==> config.mk <==
export PLATFORM = sky130hd
export DESIGN_NAME = rgb3k_kernel
export DESIGN_NICKNAME = d
export VERILOG_FILES = /design/src/sv/rgb_3x3_kernel_filter_unit_macros.svh /design/src/sv/rgb3k_pkg.sv /design/src/sv/rgb3k_kernel.sv
export SDC_FILE = /design/constraint.sdc
export NUM_CORES = 1
export LEC_CHECK = 0
export ABC_AREA = 1
export ABC_CLOCK_PERIOD_IN_PS = 6800
export BUFFER_PORTS_ARGS = -buffer_cell sky130_fd_sc_hd__buf_2
export CAP_MARGIN = 0
export CORE_MARGIN = 1.5
export CORE_UTILIZATION = 50
export CTS_BUF_LIST = sky130_fd_sc_hd__clkbuf_2 sky130_fd_sc_hd__clkbuf_4 sky130_fd_sc_hd__clkbuf_8
export CTS_CLUSTER_SIZE = 8
export DETAILED_ROUTE_END_ITERATION = 6
export PLACE_DENSITY = 0.69
export SYNTH_ARGS = -nofsm -noshare
export SYNTH_HDL_FRONTEND = slang
export SYNTH_SLANG_ARGS = --single-unit
==> constraint.sdc <==
create_clock -name clk_i -period 6.8 [get_ports clk_i]
set_input_delay 1.36 -clock clk_i [delete_from_list [all_inputs] [get_ports clk_i]]
set_output_delay 1.36 -clock clk_i [all_outputs]
set_load 0.02 [all_outputs]
==> src/sv/rgb_3x3_kernel_filter_unit_macros.svh <==
// Assertion macros used by the filter top level.
// Each macro expects clk_i and rst_ni in the including module.
`ifndef RGB_3X3_KERNEL_FILTER_UNIT_MACROS_SVH
`define RGB_3X3_KERNEL_FILTER_UNIT_MACROS_SVH

// A property checked at every rising clock edge outside reset.
`define RGB3K_ASSERT(label, prop, msg) \
  label: assert property (@(posedge clk_i) disable iff (!rst_ni) (prop)) \
    else $error(msg);

// A condition that must hold in the cycle after a trigger.
`define RGB3K_ASSERT_NEXT(label, trig, prop, msg) \
  label: assert property (@(posedge clk_i) disable iff (!rst_ni) (trig) |=> (prop)) \
    else $error(msg);

`endif

==> src/sv/rgb3k_pkg.sv <==
// Types, register codes and constants of the RGB 3x3 kernel filter.
// No dependencies; used by rgb3k_kernel and rgb_3x3_kernel_filter_unit.
`timescale 1ns / 1ps

package rgb3k_pkg;

  localparam int MaxWidth  = 2048;
  localparam int MaxHeight = 4096;
  localparam int ColW      = $clog2(MaxWidth);
  localparam int RowW      = $clog2(MaxHeight);
  localparam int WidthW    = 12;
  localparam int HeightW   = 13;
  localparam int PixW      = 24;
  localparam int AddrW     = 4;
  localparam int SumW      = 13;

  typedef logic [ColW-1:0]    col_t;
  typedef logic [RowW-1:0]    row_t;
  typedef logic [WidthW-1:0]  width_t;
  typedef logic [HeightW-1:0] height_t;
  typedef logic [PixW-1:0]    pixel_t;

  typedef pixel_t [2:0][2:0] window_t;

  typedef struct packed {
    logic [7:0] in_red;
    logic [7:0] in_green;
    logic [7:0] in_blue;
  } in_item_t;

  typedef struct packed {
    logic [7:0] out_red;
    logic [7:0] out_green;
    logic [7:0] out_blue;
    logic       last_pixel;
  } out_item_t;

  typedef struct packed {
    logic valid;
    logic last;
  } stage_ctrl_t;

  localparam logic [1:0] ModeBlur    = 2'd0;
  localparam logic [1:0] ModeSharpen = 2'd1;
  localparam logic [1:0] ModeEdge    = 2'd2;
  localparam logic [1:0] ModeEmboss  = 2'd3;

  localparam logic [1:0] RegMode   = 2'd0;
  localparam logic [1:0] RegWidth  = 2'd1;
  localparam logic [1:0] RegHeight = 2'd2;

  localparam width_t  WidthReset  = 12'd640;
  localparam height_t HeightReset = 13'd480;
  localparam width_t  WidthMin    = 12'd3;
  localparam width_t  WidthMax    = width_t'(MaxWidth);
  localparam height_t HeightMin   = 13'd3;
  localparam height_t HeightMax   = height_t'(MaxHeight);

  // ceil(2^16 / 9): exact floor division for sums up to 9 * 255.
  localparam logic [12:0] NinthRecip = 13'd7282;

endpackage

==> src/sv/rgb3k_kernel.sv <==
// Per-channel 3x3 kernel arithmetic: sum stage and divide/clamp output.
// Depends on rgb3k_pkg.
`timescale 1ns / 1ps

module rgb3k_kernel (
  input  logic                  clk_i,
  input  logic                  rst_ni,
  input  logic                  en_i,
  input  logic [1:0]            mode_i,
  input  rgb3k_pkg::stage_ctrl_t ctrl_i,
  input  rgb3k_pkg::window_t    win_i,
  output rgb3k_pkg::stage_ctrl_t ctrl_o,
  output rgb3k_pkg::out_item_t  res_o
);

  rgb3k_pkg::stage_ctrl_t ctrl_q;
  logic signed [rgb3k_pkg::SumW-1:0] sum_q [3];
  logic signed [rgb3k_pkg::SumW-1:0] sum_d [3];
  logic [7:0] chan_res [3];

  for (genvar ch = 0; ch < 3; ch++) begin : g_chan
    localparam int Lsb = 8 * (2 - ch);
    logic signed [rgb3k_pkg::SumW-1:0] tl, tc, tr, ml, mc, mr, bl, bc, br;
    logic [24:0] prod;

    assign tl = rgb3k_pkg::SumW'(win_i[0][0][Lsb +: 8]);
    assign tc = rgb3k_pkg::SumW'(win_i[0][1][Lsb +: 8]);
    assign tr = rgb3k_pkg::SumW'(win_i[0][2][Lsb +: 8]);
    assign ml = rgb3k_pkg::SumW'(win_i[1][0][Lsb +: 8]);
    assign mc = rgb3k_pkg::SumW'(win_i[1][1][Lsb +: 8]);
    assign mr = rgb3k_pkg::SumW'(win_i[1][2][Lsb +: 8]);
    assign bl = rgb3k_pkg::SumW'(win_i[2][0][Lsb +: 8]);
    assign bc = rgb3k_pkg::SumW'(win_i[2][1][Lsb +: 8]);
    assign br = rgb3k_pkg::SumW'(win_i[2][2][Lsb +: 8]);

    always_comb begin
      case (mode_i)
        rgb3k_pkg::ModeBlur: begin
          sum_d[ch] = tl + tc + tr + ml + mc + mr + bl + bc + br;
        end
        rgb3k_pkg::ModeSharpen: begin
          sum_d[ch] = (mc <<< 2) + mc - tc - ml - bc - mr;
        end
        rgb3k_pkg::ModeEdge: begin
          sum_d[ch] = tc + ml + bc + mr - (mc <<< 2);
        end
        default: begin
          sum_d[ch] = (br <<< 1) - (tl <<< 1) - tc - ml + bc + mr + mc;
        end
      endcase
    end

    assign prod = 25'(sum_q[ch][11:0]) * 25'(rgb3k_pkg::NinthRecip);

    always_comb begin
      if (mode_i == rgb3k_pkg::ModeBlur) begin
        chan_res[ch] = prod[23:16];
      end else if (sum_q[ch][rgb3k_pkg::SumW-1]) begin
        chan_res[ch] = 8'd0;
      end else if (sum_q[ch][11:8] != 4'd0) begin
        chan_res[ch] = 8'd255;
      end else begin
        chan_res[ch] = sum_q[ch][7:0];
      end
    end
  end

  always_ff @(posedge clk_i or negedge rst_ni) begin
    if (!rst_ni) begin
      ctrl_q <= '0;
    end else if (en_i) begin
      ctrl_q <= ctrl_i;
    end
  end

  always_ff @(posedge clk_i) begin
    if (en_i) begin
      for (int i = 0; i < 3; i++) begin
        sum_q[i] <= sum_d[i];
      end
    end
  end

  assign ctrl_o = ctrl_q;
  assign res_o  = '{out_red:    chan_res[0],
                    out_green:  chan_res[1],
                    out_blue:   chan_res[2],
                    last_pixel: ctrl_q.last};

endmodule

==> results.py, run 1 <==
metrics = {
    "timing": {
        "setup_violations": 0,
        "finalCritPeriodShare_pct": 93.44,
        "hold_viol_final": 0,
        "tightest_slew_ps": 1002,
        "slew_violations": 0,
        "finalCriticalPeriod_ps": 6354,
        "slew_headroom_pct": 33.06,
        "skew_ps": 0,
        "setup_tns_ps": 0,
        "setup_ws_ps": 446.3,
        "rsz0062_at_grt": "false",
        "timing.fmax_mhz": 157.4,
    },
    "grt": {
        "grt_max_degree": 42,
        "grt.overflow.total": 0,
        "grt_pass1_wl_um": 117500,
        "antenna_found_initial": 6,
        "grt_use_total_pct": 26.72,
        "grt_pass1_vias": 22660,
    },
    "setup_path": {
        "endpoint_kind": "output pin",
        "crit_path_start_kind": "flip-flop",
        "ff2ff_setup_slack_ps": 6040,
        "crit_fanout": 4,
        "worstPathArrival_ps": 4990,
        "path_class": "flip-flop to output pin",
        "required_ps": 5440,
    },
    "clocking": {
        "cts_max_path_buffers": 2,
        "tritoncts": "done",
        "cts-buffers-inserted": 5,
        "post_cts_buffers": 0,
        "clock_latency_ps": 340,
        "path_clk_slew_ps": 110,
        "h-tree-depth": 2,
        "cts_root_buffer": "clkbuf_8",
        "hold_buffers": 0,
        "cts_sinks": 41,
        "cts_resized": 0,
    },
    "routing": {
        "dr.pass1.iters": 6,
        "drtIter0Drc": 1627,
        "detail_route.wl_per_cell_um": 16.80,
        "drc": 0,
        "routed_via_density": 5.176,
        "vias": 22300,
        "postRouteAntennaNets": 0,
        "wl_um": 72390,
    },
    "cells_and_area": {
        "multi_input_area_um2": 21950,
        "layout_commonest_cell": "inv_1",
        "final_nets": 4749,
        "postLayoutCoreUtil_pct": 54.94,
        "final_cells": 4309,
        "area_growth_syn_to_layout_pct": 7.795,
        "drive_gt1_share_pct": 8.018,
        "seqCellArea_um2": 1221,
        "layout_common_cells": "985 x inv_1, 508 x nand2_1, 483 x fa_1, 426 x ha_1, 249 x buf_2",
        "nFillCells": 5100,
    },
    "synthesis": {
        "synth.distinct_cells": 43,
        "syn_area_per_cell_um2": 7.999,
        "synthCells": 3375,
        "synth_edf_count": 39,
        "ys_seq_area_share_pct": 4.523,
        "syn_area_um2": 27000,
        "async_flop_share_pct": 4.878,
        "yosysWarnings": 0,
        "ys_ff_latch": 41,
        "synth_flop_cell": "edfxtp_1",
        "syn-num-nets": 4507,
    },
    "floorplanning": {
        "die_h_um": 235.4,
        "coreArea_um2": 52970,
        "io_pins": 250,
        "dieWidth_um": 235.4,
        "dieArea_um2": 55400,
        "std_cell_rows": 84,
        "floorplan.initialDensity_pct": 50.97,
    },
    "run_status": {
        "status": "complete, no violations",
    },
    "job": {
        "maxCapViolations": 0,
    },
    "placement": {
        "io_buffers": 249,
        "hpwlAfterDp_um": 65500,
        "dpl.cell_count": 4298,
        "gp_congestion": 0.9595,
        "place_ws_ps": 763.2,
    },
    "worst_hold_path": {
        "worst_hold_path_type": "flip-flop to flip-flop",
    },
}
worst max-delay path: stages, from the launching register on:
cell	delay, ps
edfxtp_1	430
inv_1	90
fa_1	540
inv_1	50
ha_1	300
inv_1	60
fa_1	500
inv_1	50
fa_1	490
inv_1	50
fa_1	470
inv_1	40
ha_1	320
nand2_1	100
nor2_1	160
nand3_1	90
nand3_1	140
a21oi_1	90
nand2_1	60
nand2_1	50
o21ai_0	320
buf_2	240
area by class of cell:
| cell class | instances | share of cell area, % |
|---|---|---|
| Clock buffer | 6 | 0.2623 |
| Inverter | 990 | 12.78 |
| Sequential cell | 41 | 4.196 |
| Antenna cell | 4 | 0.03440 |
| Clock inverter | 1 | 0.01290 |
| Timing Repair Buffer | 251 | 4.334 |
| Tap cell | 688 | 2.958 |
| Multi-Input combinational cell | 2328 | 75.42 |
cell families after synthesis:
family | count (synthesis) | synth area share, %
compound gates | 448 | 9.237
xor+xnor | 64 | 2.076
fa+ha+maj | 909 | 55.56
buf+inv | 1006 | 14.17
flops | 41 | 4.523
mux | 2 | 0.08342
simple gates | 905 | 14.35
cells in the mapped netlist (24+ instances only):
master | n | share of area (%)
o21ai_0 | 134 | 2.5
a21oi_1 | 197 | 3.7
xor2_1 | 35 | 1.1
edfxtp_1 | 39 | 4.3
fa_1 | 483 | 36
nor2_1 | 143 | 2.0
o21bai_1 | 24 | 0.67
xnor2_1 | 29 | 0.94
nand2_1 | 508 | 7.1
inv_1 | 985 | 14
ha_1 | 426 | 20
nand3_1 | 152 | 2.8
nand4_1 | 66 | 1.5
metrics by stage:
step / hold WS [ps] / cell area (um2)
floorplan: 635.9 / 27000
global placement: 497.4 / 29010
detailed placement: 500.5 / 29010
CTS: 526.2 / 29090
global route: 552.8 / 29100
finish: 521.3 / 29100
state kept, by name (all words and copies together) (netlist names):
| register | count |
|---|---|
| sum_q | 39 |
| ctrl_o | 2 |
routing by layer:
| metal | share of wire [%] | track usage (%) | vias to the layer above |
|---|---|---|---|
| li1 | - | - | 10900 |
| met1 | 47 | 38.84 | 10690 |
| met2 | 46 | 43.96 | 641 |
| met3 | 5.9 | 2.111 | 66 |
| met4 | 1.5 | 4.985 | 4 |
| met5 | 0.035 | 0 | - |
worst paths after layout:
| path | startpoint | to | cells after the start |
|---|---|---|---|
| max | sum_q[0][14]$_DFFE_PP_ | res_o[13] | 21 |
| min | ctrl_o[1]$_DFFE_PN0P_ | ctrl_o[1]$_DFFE_PN0P_ | 1 |
| max reg2reg | ctrl_o[0]$_DFFE_PN0P_ | ctrl_o[0]$_DFFE_PN0P_ | 1 |
| min reg2reg | ctrl_o[1]$_DFFE_PN0P_ | ctrl_o[1]$_DFFE_PN0P_ | 1 |
| max in group asynchronous | rst_ni | ctrl_o[1]$_DFFE_PN0P_ | 1 |
| min in group asynchronous | rst_ni | ctrl_o[0]$_DFFE_PN0P_ | 1 |
Power of run 1 is left out: the tool's default activity adds up to more than one toggle a clock period on the data nets, which glitch-free logic cannot reach.
==> inputs of run 2 (changes only) <==
--- a/config.mk
+++ b/config.mk
@@ -9,12 +9,14 @@
 export ABC_CLOCK_PERIOD_IN_PS = 6800
 export BUFFER_PORTS_ARGS = -buffer_cell sky130_fd_sc_hd__buf_2
 export CAP_MARGIN = 0
+export CELL_PAD_IN_SITES_DETAIL_PLACEMENT = 0
+export CELL_PAD_IN_SITES_GLOBAL_PLACEMENT = 1
 export CORE_MARGIN = 1.5
-export CORE_UTILIZATION = 50
+export CORE_UTILIZATION = 48
 export CTS_BUF_LIST = sky130_fd_sc_hd__clkbuf_2 sky130_fd_sc_hd__clkbuf_4 sky130_fd_sc_hd__clkbuf_8
 export CTS_CLUSTER_SIZE = 8
 export DETAILED_ROUTE_END_ITERATION = 6
-export PLACE_DENSITY = 0.69
+export PLACE_DENSITY_LB_ADDON = 0.1
 export SYNTH_ARGS = -nofsm -noshare
 export SYNTH_HDL_FRONTEND = slang
 export SYNTH_SLANG_ARGS = --single-unit
==> run 2 against run 1 <==
Routed wire length up 3.9%. Clock skew unchanged. First-iteration DRC count down 38%. Global-route usage up 0.22 points. Sequential share of layout area about the same. Count of clock-buffer cells in the layout down 1. Via count down 1.2%. Worst setup slack worse by 24 ps. Design area up 0.27%. Final cell count up 1.3%. Critical path depth up 1. Largest cell class unchanged.
==> results.py, run 2 (same netlist as run 1, synthesis figures left out) <==
metrics = {
    "grt": {
        "antenna_found_initial": 0,
        "grt.overflow.total": 0,
        "grt_use_total_pct": 26.93,
        "grt_pass1_vias": 22790,
        "grt_max_degree": 42,
        "grt_pass1_wl_um": 120300,
    },
    "floorplanning": {
        "floorplan.initialDensity_pct": 48.81,
        "std_cell_rows": 86,
        "die_h_um": 240.2,
        "io_pins": 250,
        "dieArea_um2": 57680,
        "dieWidth_um": 240.2,
        "coreArea_um2": 55310,
    },
    "timing": {
        "rsz0062_at_grt": "false",
        "finalCriticalPeriod_ps": 6378,
        "finalCritPeriodShare_pct": 93.79,
        "skew_ps": 0,
        "hold_viol_final": 0,
        "slew_violations": 0,
        "tightest_slew_ps": 756.5,
        "timing.fmax_mhz": 156.8,
        "setup_violations": 0,
        "slew_headroom_pct": 49.49,
        "setup_tns_ps": 0,
    },
    "setup_path": {
        "required_ps": 5440,
        "ff2ff_setup_slack_ps": 6030,
        "path_class": "flip-flop to output pin",
        "crit_fanout": 5,
        "crit_path_start_kind": "flip-flop",
        "endpoint_kind": "output pin",
        "worstPathArrival_ps": 5020,
    },
    "job": {
        "maxCapViolations": 0,
    },
    "routing": {
        "drc": 0,
        "detail_route.wl_per_cell_um": 17.23,
        "wl_um": 75220,
        "postRouteAntennaNets": 0,
        "routed_via_density": 5.044,
        "dr.pass1.iters": 5,
        "drtIter0Drc": 1006,
        "vias": 22030,
    },
    "clocking": {
        "clock_latency_ps": 350,
        "cts_root_buffer": "clkbuf_8",
        "cts-buffers-inserted": 5,
        "cts_sinks": 41,
        "tritoncts": "done",
        "h-tree-depth": 2,
        "cts_max_path_buffers": 2,
        "hold_buffers": 0,
        "path_clk_slew_ps": 110,
    },
    "cells_and_area": {
        "area_growth_syn_to_layout_pct": 8.087,
        "drive_gt1_share_pct": 8.096,
        "diodes": 0,
        "layout_commonest_cell": "inv_1",
        "layout_common_cells": "985 x inv_1, 508 x nand2_1, 483 x fa_1, 426 x ha_1, 249 x buf_2",
        "regMostFlops": "sum_q",
        "final_nets": 4750,
        "nFillCells": 5452,
        "largest_reg_flops": 39,
        "final_cells": 4367,
    },
    "worst_hold_path": {
        "worst_hold_path_type": "flip-flop to flip-flop",
    },
    "placement": {
        "io_buffers": 249,
        "hpwlAfterDp_um": 68690,
        "dpl.cell_count": 4359,
        "gp_congestion": 0.9282,
    },
    "run_status": {
        "status": "complete, no violations",
    },
}
## run 2: cell types whose count changed in the layout (fill, tap and decap cells not counted)
cell,change
diode_2,-4
clkinv_2,+2
buf_4,+1
clkbuf_4,-1
clkinv_1,-1
clkinvlp_4,+1
o21ai_0,-1
o21ai_1,+1
## run 2: metal layers
metal  part of all wire [%]  wire length (um)  global-route usage [%]  vias up
met3                    4.0              3034                   1.894       55
met1                     47             35230                   38.45    10600
met2                     48             35940                   45.69      473
met5                      0                 0                       0        -
li1                       -                 -                       -    10900
met4                    1.4              1021                   4.040        0
## run 2: area by class of cell
type / count / area (um2) / share of cell area [%]
clock buffers: 5 / 68.82 / 0.2358
clock inverters: 3 / 17.52 / 0.06003
inverters: 990 / 3719 / 12.74
multi-input cells: 2328 / 21950 / 75.22
flip-flops and latches: 41 / 1221 / 4.185
well taps: 748 / 935.9 / 3.207
repair buffers: 252 / 1269 / 4.348
## run 2: final timing paths
kind                                         from                    end  cells after the start
max in group asynchronous                  rst_ni  ctrl_o[1]$_DFFE_PN0P_                      1
max                        sum_q[0][33]$_DFFE_PP_               res_o[4]                     22
max reg2reg                 ctrl_o[0]$_DFFE_PN0P_  ctrl_o[0]$_DFFE_PN0P_                      1
min                         ctrl_o[1]$_DFFE_PN0P_  ctrl_o[1]$_DFFE_PN0P_                      1
min reg2reg                 ctrl_o[1]$_DFFE_PN0P_  ctrl_o[1]$_DFFE_PN0P_                      1
min in group asynchronous                  rst_ni  ctrl_o[0]$_DFFE_PN0P_                      1
## run 2: repair_timing
| item | CTS | global route |
|---|---|---|
| setup buffers | 0 | 0 |
| gates resized for setup | 0 | 1 |
| setup endpoints to repair | 0 | 1 |
## run 2: critical path, cell delays in order (launching register included)
cell and delay [ps]:
edfxtp_1 480, inv_1 100, fa_1 530, inv_1 40
ha_1 290, inv_1 60, fa_1 530, inv_1 50
fa_1 490, inv_1 50, fa_1 520, inv_1 40
ha_1 320, nand2_1 120, nor2_1 60, nor2_1 140
nor2_1 50, nor2_1 80, nand2_1 80, nand2_1 60
nand2_1 40, o21ai_0 290, buf_2 230
## run 2: per-stage QoR
stage / hold slack, ps / cell area (um2) / util, % / worst slack (ps)
2_1_floorplan: 635.9 / 27000 / - / 1040
6_report: 525.4 / 29180 / 52.76 / 422.1
4_1_cts: 523.1 / 29180 / 52.76 / 305.5
3_5_place_dp: 498.1 / 29090 / 52.60 / 596.3
3_3_place_gp: 485.8 / 29090 / 52.60 / 663.9
5_1_grt: 540.4 / 29180 / 52.76 / 44.33
Power of run 2 is left out for the same reason.
